[src/hw/rtl/vnpd_pkg.sv]
`timescale 1ns / 1ps
`default_nettype none

package vnpd_pkg;

   localparam int TABLE_BITS     = 12;
   localparam int TABLE_ENTRIES  = 1 << TABLE_BITS;
   localparam int INDEX_BITS     = 24;
   localparam int KEY_BITS       = 2 * INDEX_BITS;
   localparam int COUNT_BITS     = 25;
   localparam int SLOT_BITS      = 12;
   localparam int UCOUNT_BITS    = TABLE_BITS + 1;
   localparam int HASH_BITS      = 32;
   localparam int CSR_INDEX_BITS = 2;
   localparam int REQ_DATA_BITS  = 48;
   localparam int RSP_DATA_BITS  = 64;

   localparam logic [HASH_BITS-1:0] FNV_BASIS = 32'd2166136261;
   localparam logic [HASH_BITS-1:0] FNV_PRIME = 32'd16777619;

   localparam logic [CSR_INDEX_BITS-1:0] CSR_POSITION_COUNT = 2'd0;
   localparam logic [CSR_INDEX_BITS-1:0] CSR_NORMAL_COUNT   = 2'd1;

   typedef enum logic [2:0] {
      ST_SWEEP,
      ST_IDLE,
      ST_HASH,
      ST_READ,
      ST_CMP,
      ST_DONE
   } state_type;

   typedef enum logic [1:0] {
      RSP_SRC_PROBE,
      RSP_SRC_HELD,
      RSP_SRC_CLEAR
   } rsp_src_type;

   // Packed MSB first, so is_new lands in bit 0 of the stream word.
   typedef struct packed {
      logic                  table_full;
      logic [SLOT_BITS-1:0]  unique_slot;
      logic                  normal_in_range;
      logic                  vertex_in_range;
      logic [INDEX_BITS-1:0] out_normal_index;
      logic [INDEX_BITS-1:0] out_vertex_index;
      logic                  is_new;
   } rsp_type;

   typedef struct packed {
      logic        load_item;
      logic        hash;
      logic        read;
      logic        advance;
      logic        insert;
      logic        hold_result;
      logic        load_rsp;
      rsp_src_type rsp_src;
      logic        sweep_init;
      logic        sweep_write;
   } cmd_type;

   typedef struct packed {
      logic slot_empty;
      logic key_match;
      logic last_probe;
      logic sweep_last;
   } status_type;

endpackage

`default_nettype wire

[src/hw/rtl/vnpd_ctrl.sv]
`timescale 1ns / 1ps
`default_nettype none

module vnpd_ctrl (
   input  wire logic                  clock,
   input  wire logic                  reset,
   input  wire logic                  req_tvalid,
   output logic                       req_tready,
   input  wire logic                  req_kind,
   output logic                       rsp_tvalid,
   input  wire logic                  rsp_tready,
   input  wire vnpd_pkg::status_type  status,
   output vnpd_pkg::cmd_type          cmd
);
   import vnpd_pkg::*;

   state_type state_ff;
   state_type state_in;
   logic      clear_pending_ff;
   logic      clear_pending_in;
   logic      rsp_valid_ff;
   logic      rsp_valid_in;
   logic      rsp_free;
   logic      probe_done;

   always_ff @(posedge clock) begin
      if (reset) begin
         state_ff         <= ST_SWEEP;
         clear_pending_ff <= 1'b0;
         rsp_valid_ff     <= 1'b0;
      end else begin
         state_ff         <= state_in;
         clear_pending_ff <= clear_pending_in;
         rsp_valid_ff     <= rsp_valid_in;
      end
   end

   assign rsp_free   = !rsp_valid_ff || rsp_tready;
   assign probe_done = status.slot_empty || status.key_match || status.last_probe;

   always_comb begin
      state_in         = state_ff;
      clear_pending_in = clear_pending_ff;
      cmd              = '0;
      cmd.rsp_src      = RSP_SRC_PROBE;
      req_tready       = 1'b0;

      unique case (state_ff)
         ST_SWEEP: begin
            cmd.sweep_write = 1'b1;
            if (status.sweep_last) begin
               state_in = clear_pending_ff ? ST_DONE : ST_IDLE;
            end
         end
         ST_IDLE: begin
            req_tready = 1'b1;
            if (req_tvalid) begin
               if (req_kind) begin
                  cmd.sweep_init   = 1'b1;
                  clear_pending_in = 1'b1;
                  state_in         = ST_SWEEP;
               end else begin
                  cmd.load_item    = 1'b1;
                  clear_pending_in = 1'b0;
                  state_in         = ST_HASH;
               end
            end
         end
         ST_HASH: begin
            cmd.hash = 1'b1;
            state_in = ST_READ;
         end
         ST_READ: begin
            cmd.read = 1'b1;
            state_in = ST_CMP;
         end
         ST_CMP: begin
            if (probe_done) begin
               cmd.insert      = status.slot_empty;
               cmd.hold_result = 1'b1;
               if (rsp_free) begin
                  cmd.load_rsp = 1'b1;
                  state_in     = ST_IDLE;
               end else begin
                  state_in = ST_DONE;
               end
            end else begin
               cmd.advance = 1'b1;
               state_in    = ST_READ;
            end
         end
         ST_DONE: begin
            cmd.rsp_src = clear_pending_ff ? RSP_SRC_CLEAR : RSP_SRC_HELD;
            if (rsp_free) begin
               cmd.load_rsp = 1'b1;
               state_in     = ST_IDLE;
            end
         end
         default: begin
            state_in = ST_IDLE;
         end
      endcase
   end

   always_comb begin
      if (cmd.load_rsp) begin
         rsp_valid_in = 1'b1;
      end else if (rsp_tready) begin
         rsp_valid_in = 1'b0;
      end else begin
         rsp_valid_in = rsp_valid_ff;
      end
   end

   assign rsp_tvalid = rsp_valid_ff;

endmodule

`default_nettype wire

[config.mk]
export PLATFORM = sky130hd
export DESIGN_NAME = vnpd_ctrl
export DESIGN_NICKNAME = d
export VERILOG_FILES = /design/src/hw/rtl/vnpd_pkg.sv /design/src/hw/rtl/vnpd_ctrl.sv
export SDC_FILE = /design/constraint.sdc
export NUM_CORES = 1
export LEC_CHECK = 0
export BUFFER_PORTS_ARGS = -buffer_cell sky130_fd_sc_hd__buf_4
export CAP_MARGIN = 10
export CORE_AREA = 5 5 42 44
export DETAILED_ROUTE_END_ITERATION = 10
export DIE_AREA = 0 0 47 49
export PLACE_DENSITY = 0.61
export SYNTH_ARGS = -nofsm -noshare
export SYNTH_HDL_FRONTEND = slang
export SYNTH_SLANG_ARGS = --single-unit
[constraint.sdc]
create_clock -name clock -period 1.8 [get_ports clock]
set_clock_uncertainty 0.15 [all_clocks]
set_input_delay 0.18 -clock clock [delete_from_list [all_inputs] [get_ports clock]]
set_output_delay 0.18 -clock clock [all_outputs]
set_load 0.02 [all_outputs]
# ---- Word-level counts from Yosys, hierarchy flattened
# Cells that the tools add are included.
dict set report totals {
  register_bits 5
  inputBits 9
  out_inout_bits 13
}
dict set report classes {
  eq_ne 8
  n_mux 27
  n_reduce_logical 8
}
# cell n
set op_table {}
lappend op_table {{2-to-1 mux 3 bit} 8}
lappend op_table {{one-hot mux 3 bit (6 select lines)} 1}
lappend op_table {{2-to-1 mux 1 bit} 14}
lappend op_table {{== test 3 x 2 -> 1 bit, second input constant} 2}
lappend op_table {{== test 3 bit, second input constant} 2}
lappend op_table {{2-to-1 mux 2 bit} 3}
lappend op_table {{!= test 2 bit, second input constant} 3}
lappend op_table {{== test 3 x 1 -> 1 bit, second input constant} 1}
lappend op_table {{logical NOT 3 bit} 1}
lappend op_table {{logical OR 1 bit} 3}
lappend op_table {{AND reduction 3 bit} 1}
lappend op_table {{one-hot mux 1 bit (2 select lines)} 1}
lappend op_table {{AND reduction 2 bit} 1}
lappend op_table {{nonzero test 2 bit} 1}
lappend op_table {{logical NOT 1 bit} 1}

# ---- Logic depth before layout (Yosys ltp)
# Gate-level depths: netlist of the first run.
dict set report logic_depth {
  word_depth 6
  ltp_mapped 4
  mapped_depth_nobuf 3
}

# ---- Least setup slack after synthesis of the first run
# No wires, ideal clock.
dict set report synth_path {
  path_type {flip-flop to flip-flop}
  start {register state_ff[0]}
  end {register state_ff[1]}
  arrival_ns 1.320
  t_required_ns 1.589
  setup_slack_ns 0.269
  path_stages_with_launch 4
  n_path_buf 1
  synth_period_minus_slack_ns 1.531
  path_cell_list {dfxtp_1 > buf_2 > nor3b_1 > o311a_1}
}
dict set report synth_via {
  elab_chain_len 3
  elab_cells_between_ends 11
  cone_classes {eq/ne (8); mux (1); reduce/logical (2)}
}
# item line
set synth_rtl {}
lappend synth_rtl {{start, declared} vnpd_ctrl.sv:17} ;# state_type state_ff;
lappend synth_rtl {{start signal, assigned} vnpd_ctrl.sv:32} ;# state_ff <= state_in;
lappend synth_rtl {{== test 3 bit, or another cell as far along} vnpd_ctrl.sv:48} ;# unique case (state_ff)
lappend synth_rtl {{!= test 2 bit (no line)} -}
lappend synth_rtl {{AND reduction 3 bit (no line)} -}
# Several ways; a longest one is shown, not always the timed one.
# A chain may end at the register's enable or synchronous reset.

==> out/qor.yml, run 1 <==
areaGrowthSynthToFinish_pct: 52.5
ctsHtreeMaxLevel: 1
grt_pass1_vias: 335
worst-endpoint-arrival_ps: 1390
detailedRoute.firstPassIterationCount: 4
die_area_um2: 2300
post_cts.repair.setup_buffers: 0
post_cts.resized_instances: 0
clock-root-buffer: "sky130_fd_sc_hd__clkbuf_4"
netlist_area_before_placement_um2: 393
synth.net_count: 56
crit_path_top_delay_cell: "sky130_fd_sc_hd__or4_4"
die_width_um: 47
synth_flop_cell: "sky130_fd_sc_hd__dfxtp_1"
share_of_synthesized_area_occupied_by_flip_flops_and_latches: 0.255
rsz_0062_raised_after_global_routing: "false"
final.setup.tns_ps: 0
multi_input_area_um2: 263
clk-insertion-delay-late_ps: 240
layout.nets: 81
setup_viol: 0
core_area_um2: 1400
critPathBufInv: 1
worst_vdd_drop_v: 0.000308
cts_buffer_depth: 2
cp.required_ps: 1470
yosys_reg_bits: 5
reg_clk_slew_reported_paths_ps: 50
antenna_cells: 0
portBuffers: 21
filler_cell_count: 149
tritoncts: "yes"
cts_inserted_buffers: 3
grt_use_total: 0.0915
maxClockFrequency_mhz: 580
grt_antenna_before_repair: 0
crit_path_cell_trace: "or4_4 > nand3b_4 > nor2b_1 > buf_4"
yosys_warnings: 0
drive_above_1_share: 0.437
top_level_ports: 22
detail_route.vias_per_cell: 4.93
max_slew.worst_pin.slew_ps: 427
critical-path-top-delay-family: "simple AND/OR/NAND/NOR gates"
fin_crit_ps: 1720
route.antenna.remaining_nets: 0
power.leakage_nw: 0.291
grt_overflow: 0
route.detailed.drc: 0
postSynthCellCount: 47
drv.max_cap_violation_count: 0
hold_path_class: "input pin to register"
clock-sinks: 5
drt-initial-drc-count: 10
slew_violations: 0
synth_area_per_cell_um2: 8.36
synth_commonest_cells: "sky130_fd_sc_hd__dfxtp_1 (5), sky130_fd_sc_hd__nor2_1 (5), sky130_fd_sc_hd__a21oi_1 (4)"
synthTopCellsByArea: "sky130_fd_sc_hd__dfxtp_1 (25%), sky130_fd_sc_hd__a21oi_1 (5.1%), sky130_fd_sc_hd__nand3b_4 (5.1%)"
wirelength_um: 1040
critical_path_launch_point_type: "register"
relSlewSlack: 0.715
power.density_cell_area_nw_per_um2: 575
initial_utilization: 0.280
async_flop_share: 0
worst_setup_path_end_kind: "output pin"
run_status: "finished, final reports clean"
synthDominantCellAreaShare: 0.255
std_cell_rows: 14
regArea_um2: 100
critical_path_class: "register to output pin"
report.final.hold_viol_count: 0
grt_max_degree: 17
gp_routability_congestion: 0.715
synthDominantAreaCellType: "sky130_fd_sc_hd__dfxtp_1"
grt_first_pass_wirelength_um: 1480
critical_path_peak_fanout: 3
die_height_um: 49
detail_route.wl_per_cell_um: 12.0
ys_types: 28
cp_slowest_stage_delay_ps: 540
finalCritPeriodShare: 0.957
dpl_wire_length_um: 793
count_of_flip_flops_with_a_built_in_enable_after_synthesis: 0
route.vias.total: 429
final_hold_slack_ps: 94.8
cell families (layout without fill, tap and decap cells):
logic type	count (synthesis)	after routing	synth area share
AND/OR/NAND/NOR	26	26	0.471
AO/OA/AOI/OAI	10	10	0.197
buffers and inverters	6	30	0.0764
flip-flops	5	5	0.255
flip-flops by register name, indices dropped and copies added, names as in the netlist:
signal	flops
clear_pending_ff	1
rsp_tvalid	1
state_ff	3
path summary, 6_finish.rpt:
check                                      from                            end  slack (ps)  cells past startpoint
setup / recovery       state_ff[0]$_SDFFE_PP0P_                         cmd[4]          80                      4
hold reg to reg   clear_pending_ff$_SDFFE_PP0P_  clear_pending_ff$_SDFFE_PP0P_         340                      2
setup reg to reg       state_ff[1]$_SDFFE_PP0P_       state_ff[1]$_SDFFE_PP0P_         270                      3
hold / removal                         req_kind  clear_pending_ff$_SDFFE_PP0P_          90                      3
layer usage:
layer / track usage / routed length (µm) / share of wire / up-vias
met3: 0.0775 / 127 / 0.12 / 0
li1: - / - / - / 220
met1: 0.121 / 479 / 0.46 / 191
met5: 0 / 0 / 0 / -
met4: 0.0276 / 0 / 0 / 0
met2: 0.109 / 437 / 0.42 / 18
power breakdown:
part | leakage [nW] | switching [mW] | internal [mW]
clock | 0.0150 | 0.0468 | 0.0838
combinational | 0.236 | 0.0464 | 0.0467
sequential | 0.0407 | 0.00496 | 0.116
layout make-up:
class                   count  area share
multi-input cells          36       0.438
clock buffers               4      0.0438
repair buffers             24       0.305
inverters                   2      0.0125
well taps                  16      0.0334
flip-flops and latches      5       0.167
metrics by stage:
step,worst slack (ps),cells,power (mW),utilization,area [µm²]
global route,28.1,87,0.370,0.428,599
CTS,66.0,87,0.354,0.428,599
detailed placement,278,82,0.215,0.402,563
finish,76.9,87,0.344,0.428,599
floorplan,269,47,0.174,-,393
global placement,336,82,0.214,0.402,563
what timing repair did:
item,in CTS,in global routing
endpoints found under the setup margin,0,0
hold buffers,1,0
hold endpoints to repair,2,0
cells in the final DEF, fill, tap and decap left out, drive strengths merged:
cell type | Yosys | routed
buf | 4 | 23
nor2 | 5 | 5
dfxtp | 5 | 5
a21oi | 4 | 4
clkbuf | 0 | 4
nand2 | 3 | 3
nor2b | 2 | 2
nor3 | 2 | 2
and3 | 2 | 2
inv | 2 | 2
nor3b | 2 | 2
o32ai | 2 | 2
or4 | 1 | 1
nand3b | 1 | 1
nand2b | 1 | 1
and3b | 1 | 1
and4bb | 1 | 1
and4b | 1 | 1
nand4bb | 1 | 1
nand3 | 1 | 1
a2bb2oi | 1 | 1
or3b | 1 | 1
a211o | 1 | 1
o311a | 1 | 1
or3 | 1 | 1
o21ai | 1 | 1
dlygate4sd3 | 0 | 1
worst min-delay path: stages:
cell and delay (ps):
sky130_fd_sc_hd__buf_4 120, sky130_fd_sc_hd__nand3_1 80, sky130_fd_sc_hd__a21oi_1 60
No activity file was read; power rests on OpenSTA's default activity.
==> run 2: changes to the inputs <==
==> constraint.sdc (replaced) <==
create_clock -name clock -period 1.83 [get_ports clock]
set_clock_uncertainty 0.15 [all_clocks]
set_input_delay 0.183 -clock clock [delete_from_list [all_inputs] [get_ports clock]]
set_output_delay 0.183 -clock clock [all_outputs]
set_load 0.02 [all_outputs]
==> run 2 against run 1 <==
Effect of this change: cell area stayed put; clock power about the same; power decreased by 1.9%; sequential power about the same; non-clock buffer count did not move; core utilization did not move; sequential share of layout area stayed put; setup slack gained 22 ps; sequential cell count unchanged; largest power group unchanged.
==> out/qor.yml, run 2 (same netlist as run 1, synthesis figures left out) <==
share_comb_of_total_power: 0.266  # -0.004
setup.worst_path.end: "cmd[4]"
final_cell_mix: "sky130_fd_sc_hd__buf_4 (23), sky130_fd_sc_hd__nor2_1 (5), sky130_fd_sc_hd__dfxtp_1 (5)"
share_clk_of_total_power: 0.378  # about the same
power.switching_mw: 0.0956  # -2.6%
die_width_um: 47  # unchanged
grt_first_pass_wirelength_um: 1540  # +4.2%
detail_route.wl_per_cell_um: 12.0  # -0.19%
r2r-start: "state_ff[1]$_SDFFE_PP0P_"
layout_commonest_cell: "sky130_fd_sc_hd__buf_4"
route.detailed.drc: 0  # unchanged
gp_routability_congestion: 0.720  # +0.71%
wirelength_um: 1040  # -0.19%
worst_vdd_drop_v: 0.000497  # +61%
netSwitchingFraction: 0.283  # -0.00193
detail_route.vias_per_cell: 4.83  # -2.1%
layout.nets: 81  # unchanged
critical_path_class: "register to output pin"
final_hold_slack_ps: 101  # +5.91 ps
core_area_um2: 1400  # unchanged
cts_buffer_depth: 2  # unchanged
post_cts.resized_instances: 0  # unchanged
report.final.hold_viol_count: 0  # unchanged
max_slew.worst_pin.slew_ps: 480  # +52.1 ps
final.setup.tns_ps: 0  # unchanged
top_level_ports: 22  # unchanged
die_height_um: 49  # unchanged
drv.max_cap_violation_count: 0  # unchanged
antenna_cells: 0  # unchanged
power.density_cell_area_nw_per_um2: 564  # -1.9%
cts_inserted_buffers: 3  # unchanged
areaGrowthSynthToFinish_pct: 52.5  # unchanged
route.vias.total: 420  # -2.1%
finalCritPeriodShare: 0.946
rr_endpoint: "state_ff[1]$_SDFFE_PP0P_"
maxClockFrequency_mhz: 578
largest_register_ffs: 3  # unchanged
internal_dissipation_mw: 0.242  # -1.7%
cp.required_ps: 1500  # +30 ps
startpoint: "state_ff[0]$_SDFFE_PP0P_"
clock-root-buffer: "sky130_fd_sc_hd__clkbuf_4"
setup_viol: 0  # unchanged
final_core_utilization: 0.428  # unchanged
reg_clk_slew_reported_paths_ps: 50  # about the same
fin_crit_ps: 1730
critical_path_peak_fanout: 3  # unchanged
grt_overflow: 0  # unchanged
ctsHtreeMaxLevel: 1  # unchanged
dpl_wire_length_um: 795  # +0.21%
std_cell_rows: 14  # unchanged
max_flop_register: "state_ff"
post_cts.repair.setup_buffers: 0  # unchanged
crit_path_top_delay_cell: "sky130_fd_sc_hd__or4_4"
worst_setup_path_end_kind: "output pin"
worst-endpoint-arrival_ps: 1400  # about the same
cp_slowest_stage_delay_ps: 540  # about the same
initial_utilization: 0.280  # unchanged
placement.setup.worst_slack_ps: 319  # +40.5 ps
power.share.sequential: 0.356  # +0.005
grt_max_degree: 16  # -1
drt-initial-drc-count: 1  # -9
post-route-worst-setup-slack_ps: 98.9  # +22.0 ps
grt_antenna_before_repair: 0  # unchanged
slew_violations: 0  # unchanged
portBuffers: 21  # unchanged
critical_path_launch_point_type: "register"
detailedRoute.firstPassIterationCount: 2  # -2
rr_worst_depth: 3  # unchanged
grt_use_total: 0.0936  # +0.00205
rsz_0062_raised_after_global_routing: "false"
die_area_um2: 2300  # unchanged
crit_path_cell_trace: "or4_4 > nand3b_4 > nor2b_1 > buf_4"
clk-insertion-delay-late_ps: 240  # about the same
power.leakage_nw: 0.291  # unchanged
critPathBufInv: 1  # unchanged
clock-sinks: 5  # unchanged
run_status: "finished, final reports clean"
post_cts_hold_buffer_count: 0  # -1
drive_above_1_share: 0.437  # unchanged
critical-path-top-delay-family: "simple AND/OR/NAND/NOR gates"
route.antenna.remaining_nets: 0  # unchanged
hold_path_class: "input pin to register"
grt_pass1_vias: 378  # +13%
reg2reg_setup_slack_ps: 290  # +20 ps
relSlewSlack: 0.680  # -0.0348
tritoncts: "yes"
cp_num_cells: 4  # unchanged
run 2: power by group through the flow:
stage / clock network, mW / registers (mW) / logic, mW
after floorplan: 0 / 0.120 / 0.0513
after global placement: 0 / 0.122 / 0.0882
after detailed placement: 0 / 0.122 / 0.0885
after CTS: 0.134 / 0.120 / 0.0892
after global routing: 0.149 / 0.121 / 0.0973
final: 0.128 / 0.120 / 0.0898
run 2: routing by layer:
layer | track usage | wire (µm) | vias up
li1 | - | - | 223
met1 | 0.121 | 475 | 179
met2 | 0.122 | 449 | 18
met3 | 0.0664 | 117 | 0
met4 | 0.0276 | 0 | 0
met5 | 0 | 0 | -
run 2: final cells by class:
type	instances	area, µm²
inverter	2	7.51
sequential	5	100
tap	16	20.0
fill	141	802
clock buffer	4	26.3
timing repair buffer	24	183
multi-input combinational	36	263
run 2: tightest hold or removal path, stage by stage:
cell,delay [ps]
sky130_fd_sc_hd__buf_4,90
sky130_fd_sc_hd__a2bb2oi_1,60
sky130_fd_sc_hd__o32ai_2,110
run 2: how the worst min path moves through the flow:
stage                   start                             to  slack, ps  cells past startpoint
CTS                     reset  clear_pending_ff$_SDFFE_PP0P_          3                      2
global placement        reset  clear_pending_ff$_SDFFE_PP0P_        270                      2
global route         req_kind  clear_pending_ff$_SDFFE_PP0P_        100                      3
floorplan               reset  clear_pending_ff$_SDFFE_PP0P_        100                      1
detailed placement      reset  clear_pending_ff$_SDFFE_PP0P_        260                      2
finish              status[0]       state_ff[2]$_SDFFE_PP0P_        100                      3
run 2: stage by stage:
stage,total power [mW],area (µm²),std cells
after floorplan,0.171,393,47
after global placement,0.210,563,82
after detailed placement,0.211,563,82
after CTS,0.343,589,86
after global routing,0.367,599,87
final,0.338,599,87
==> run 3: changes to the inputs <==
--- a/config.mk
+++ b/config.mk
@@ -7,10 +7,12 @@
 export LEC_CHECK = 0
 export BUFFER_PORTS_ARGS = -buffer_cell sky130_fd_sc_hd__buf_4
 export CAP_MARGIN = 10
-export CORE_AREA = 5 5 42 44
+export CELL_PAD_IN_SITES_DETAIL_PLACEMENT = 1
+export CELL_PAD_IN_SITES_GLOBAL_PLACEMENT = 1
+export CORE_MARGIN = 5
+export CORE_UTILIZATION = 28
 export DETAILED_ROUTE_END_ITERATION = 10
-export DIE_AREA = 0 0 47 49
-export PLACE_DENSITY = 0.61
+export PLACE_DENSITY = 0.78
 export SYNTH_ARGS = -nofsm -noshare
 export SYNTH_HDL_FRONTEND = slang
 export SYNTH_SLANG_ARGS = --single-unit
==> run 3 against run 2 <==
Effect of this change: global-route usage up 2.6 points; worst hold slack lost 3.9 ps; core utilization up 2.7 points; first-iteration DRC count rose to 6.0 times the previous value; clock power grew 5%; routed wire length increased by 21%; sequential share of layout area rose by 0.21 points; combinational power is 2% higher; final cell count is 1.1% lower; die area shrank 2.2%; sequential cell count stayed put; largest power group unchanged; count of clock-buffer cells in the layout stayed put; critical path type unchanged; highest routed layer unchanged; critical endpoint unchanged.
==> out/qor.yml, run 3 (same netlist as run 1, synthesis figures left out) <==
share_clk_of_total_power: 0.388  # +0.010
route.detailed.drc: 0  # unchanged
clock-root-buffer: "sky130_fd_sc_hd__clkbuf_4"
worst-endpoint-arrival_ps: 1410  # about the same
fin_crit_ps: 1740  # +9.35 ps
rsz_0062_raised_after_global_routing: "false"
share_comb_of_total_power: 0.265  # about the same
run_status: "finished, final reports clean"
report.final.hold_viol_count: 0  # unchanged
clock-sinks: 5  # unchanged
gp_routability_congestion: 0.693  # -3.9%
worst_vdd_drop_v: 0.000318  # -36%
portBuffers: 21  # unchanged
top_level_ports: 22  # unchanged
std_cell_rows: 13  # -1
dpl.cell_count: 81  # -1.2%
areaGrowthSynthToFinish_pct: 52.5  # unchanged
route.antenna.remaining_nets: 0  # unchanged
antenna_cells: 0  # unchanged
critical_path_launch_point_type: "register"
worst_setup_path_end_kind: "output pin"
drt-initial-drc-count: 6  # +5
post_dp_cell_area_um2: 562  # -0.22%
final_core_utilization: 0.455  # +0.0272
power.leakage_nw: 0.292  # +0.17%
slew_violations: 0  # unchanged
tritoncts: "yes"
power.switching_mw: 0.104  # +8.6%
dpl_wire_length_um: 844  # +6.1%
grt_first_pass_wirelength_um: 1890  # +23%
r2r-start: "state_ff[2]$_SDFFE_PP0P_"
layout.nets: 81  # unchanged
relSlewSlack: 0.635  # -0.0447
largest_register_ffs: 3  # unchanged
netSwitchingFraction: 0.300  # +0.0167
power.share.sequential: 0.348  # -0.008
layout.cell_area.non_filler_um2: 599  # unchanged
setup.worst_path.end: "cmd[4]"
grt_use_total: 0.120  # +0.0260
die_width_um: 47.5  # +0.98%
wirelength_um: 1260  # +21%
initial_utilization: 0.298  # +0.0178
reg2reg_setup_slack_ps: 330  # +40 ps
grt_max_degree: 17  # +1
max_slew.worst_pin.slew_ps: 546  # +66.9 ps
final-instance-count-excl-fill: 86  # -1.1%
internal_dissipation_mw: 0.243  # +0.18%
critical_path_peak_fanout: 3  # unchanged
rr_worst_depth: 3  # unchanged
grt_antenna_before_repair: 0  # unchanged
setup_viol: 0  # unchanged
final_cell_mix: "sky130_fd_sc_hd__buf_4 (23), sky130_fd_sc_hd__nor2_1 (5), sky130_fd_sc_hd__a21oi_1 (4), sky130_fd_sc_hd__dfxtp_1 (4)"
clk-insertion-delay-late_ps: 240  # about the same
route.vias.total: 447  # +6.4%
ctsHtreeMaxLevel: 1  # unchanged
cp.required_ps: 1500  # about the same
rr_endpoint: "state_ff[1]$_SDFFE_PP0P_"
grt_pass1_vias: 436  # +15%
maxClockFrequency_mhz: 575  # -0.54%
finalCritPeriodShare: 0.951  # +0.00511
detail_route.wl_per_cell_um: 14.7  # +23%
grt_overflow: 0  # unchanged
die_area_um2: 2250  # -2.2%
drive_above_1_share: 0.451  # +0.0141
cts_buffer_depth: 2  # unchanged
detailedRoute.firstPassIterationCount: 4  # +2
detail_route.vias_per_cell: 5.20  # +7.7%
cts_inserted_buffers: 3  # unchanged
critical_path_class: "register to output pin"
power.density_cell_area_nw_per_um2: 578  # +2.6%
hold_path_class: "input pin to register"
drv.max_cap_violation_count: 0  # unchanged
layout_commonest_cell: "sky130_fd_sc_hd__buf_4"
die_height_um: 47.5  # -3.1%
startpoint: "state_ff[0]$_SDFFE_PP0P_"
core_area_um2: 1320  # -6.0%
reg_clk_slew_reported_paths_ps: 50  # about the same
final.setup.tns_ps: 0  # unchanged
max_flop_register: "state_ff"
run 3: cell counts in the layout (fill, tap and decap cells not counted):
No cell type changed its count.
run 3: per-stage QoR:
step | total power, mW | hold slack (ps) | setup WS [ps]
finish | 0.347 | 96.8 | 89.6
global route | 0.364 | 107 | 36.8
CTS | 0.348 | 105 | 79.5
detailed placement | 0.212 | 249 | 283
global placement | 0.211 | 249 | 356
floorplan | 0.171 | 102 | 299
run 3: power by group through the flow:
stage | Clock (mW) | Sequential, mW | Combinational, mW
2_1_floorplan | 0 | 0.120 | 0.0513
4_1_cts | 0.136 | 0.120 | 0.0921
6_report | 0.134 | 0.120 | 0.0917
5_1_grt | 0.144 | 0.121 | 0.0988
3_3_place_gp | 0 | 0.122 | 0.0886
3_5_place_dp | 0 | 0.122 | 0.0898
run 3: timing repair:
action,CTS,global route
buffers inserted,0,0
gates resized for setup,0,1
hold endpoints to repair,3,0
hold buffers,1,0
setup endpoints to repair,0,2
run 3: worst min-delay path by stage:
stage / startpoint / endpoint / slack, ps / depth (start not counted)
final: req_kind / clear_pending_ff$_SDFFE_PP0P_ / 100 / 3
after detailed placement: reset / clear_pending_ff$_SDFFE_PP0P_ / 250 / 2
after global routing: req_kind / clear_pending_ff$_SDFFE_PP0P_ / 110 / 3
after global placement: reset / rsp_tvalid$_SDFFE_PP0P_ / 250 / 2
after CTS: req_kind / clear_pending_ff$_SDFFE_PP0P_ / 110 / 3
after floorplan: reset / clear_pending_ff$_SDFFE_PP0P_ / 100 / 1
run 3: per-layer routing:
| metal | global-route usage | share of wire | up-vias |
|---|---|---|---|
| met2 | 0.211 | 0.53 | 14 |
| met3 | 0.0263 | 0.040 | 0 |
| met1 | 0.144 | 0.43 | 211 |
| li1 | - | - | 222 |
| met5 | 0 | 0 | - |
| met4 | 0.0331 | 0 | 0 |
run 3: critical path, stage by stage (launching register included):
cell and delay [ps]:
sky130_fd_sc_hd__dfxtp_1 310, sky130_fd_sc_hd__or4_4 540, sky130_fd_sc_hd__nand3b_4 110, sky130_fd_sc_hd__nor2b_1 50, sky130_fd_sc_hd__buf_4 150
run 3: area by class of cell:
| cell class | count | area [µm²] |
|---|---|---|
| Clock buffer | 4 | 26.3 |
| Fill cell | 159 | 718 |
| Inverter | 2 | 7.51 |
| Multi-Input combinational cell | 36 | 263 |
| Sequential cell | 5 | 101 |
| Tap cell | 15 | 18.8 |
| Timing Repair Buffer | 24 | 183 |
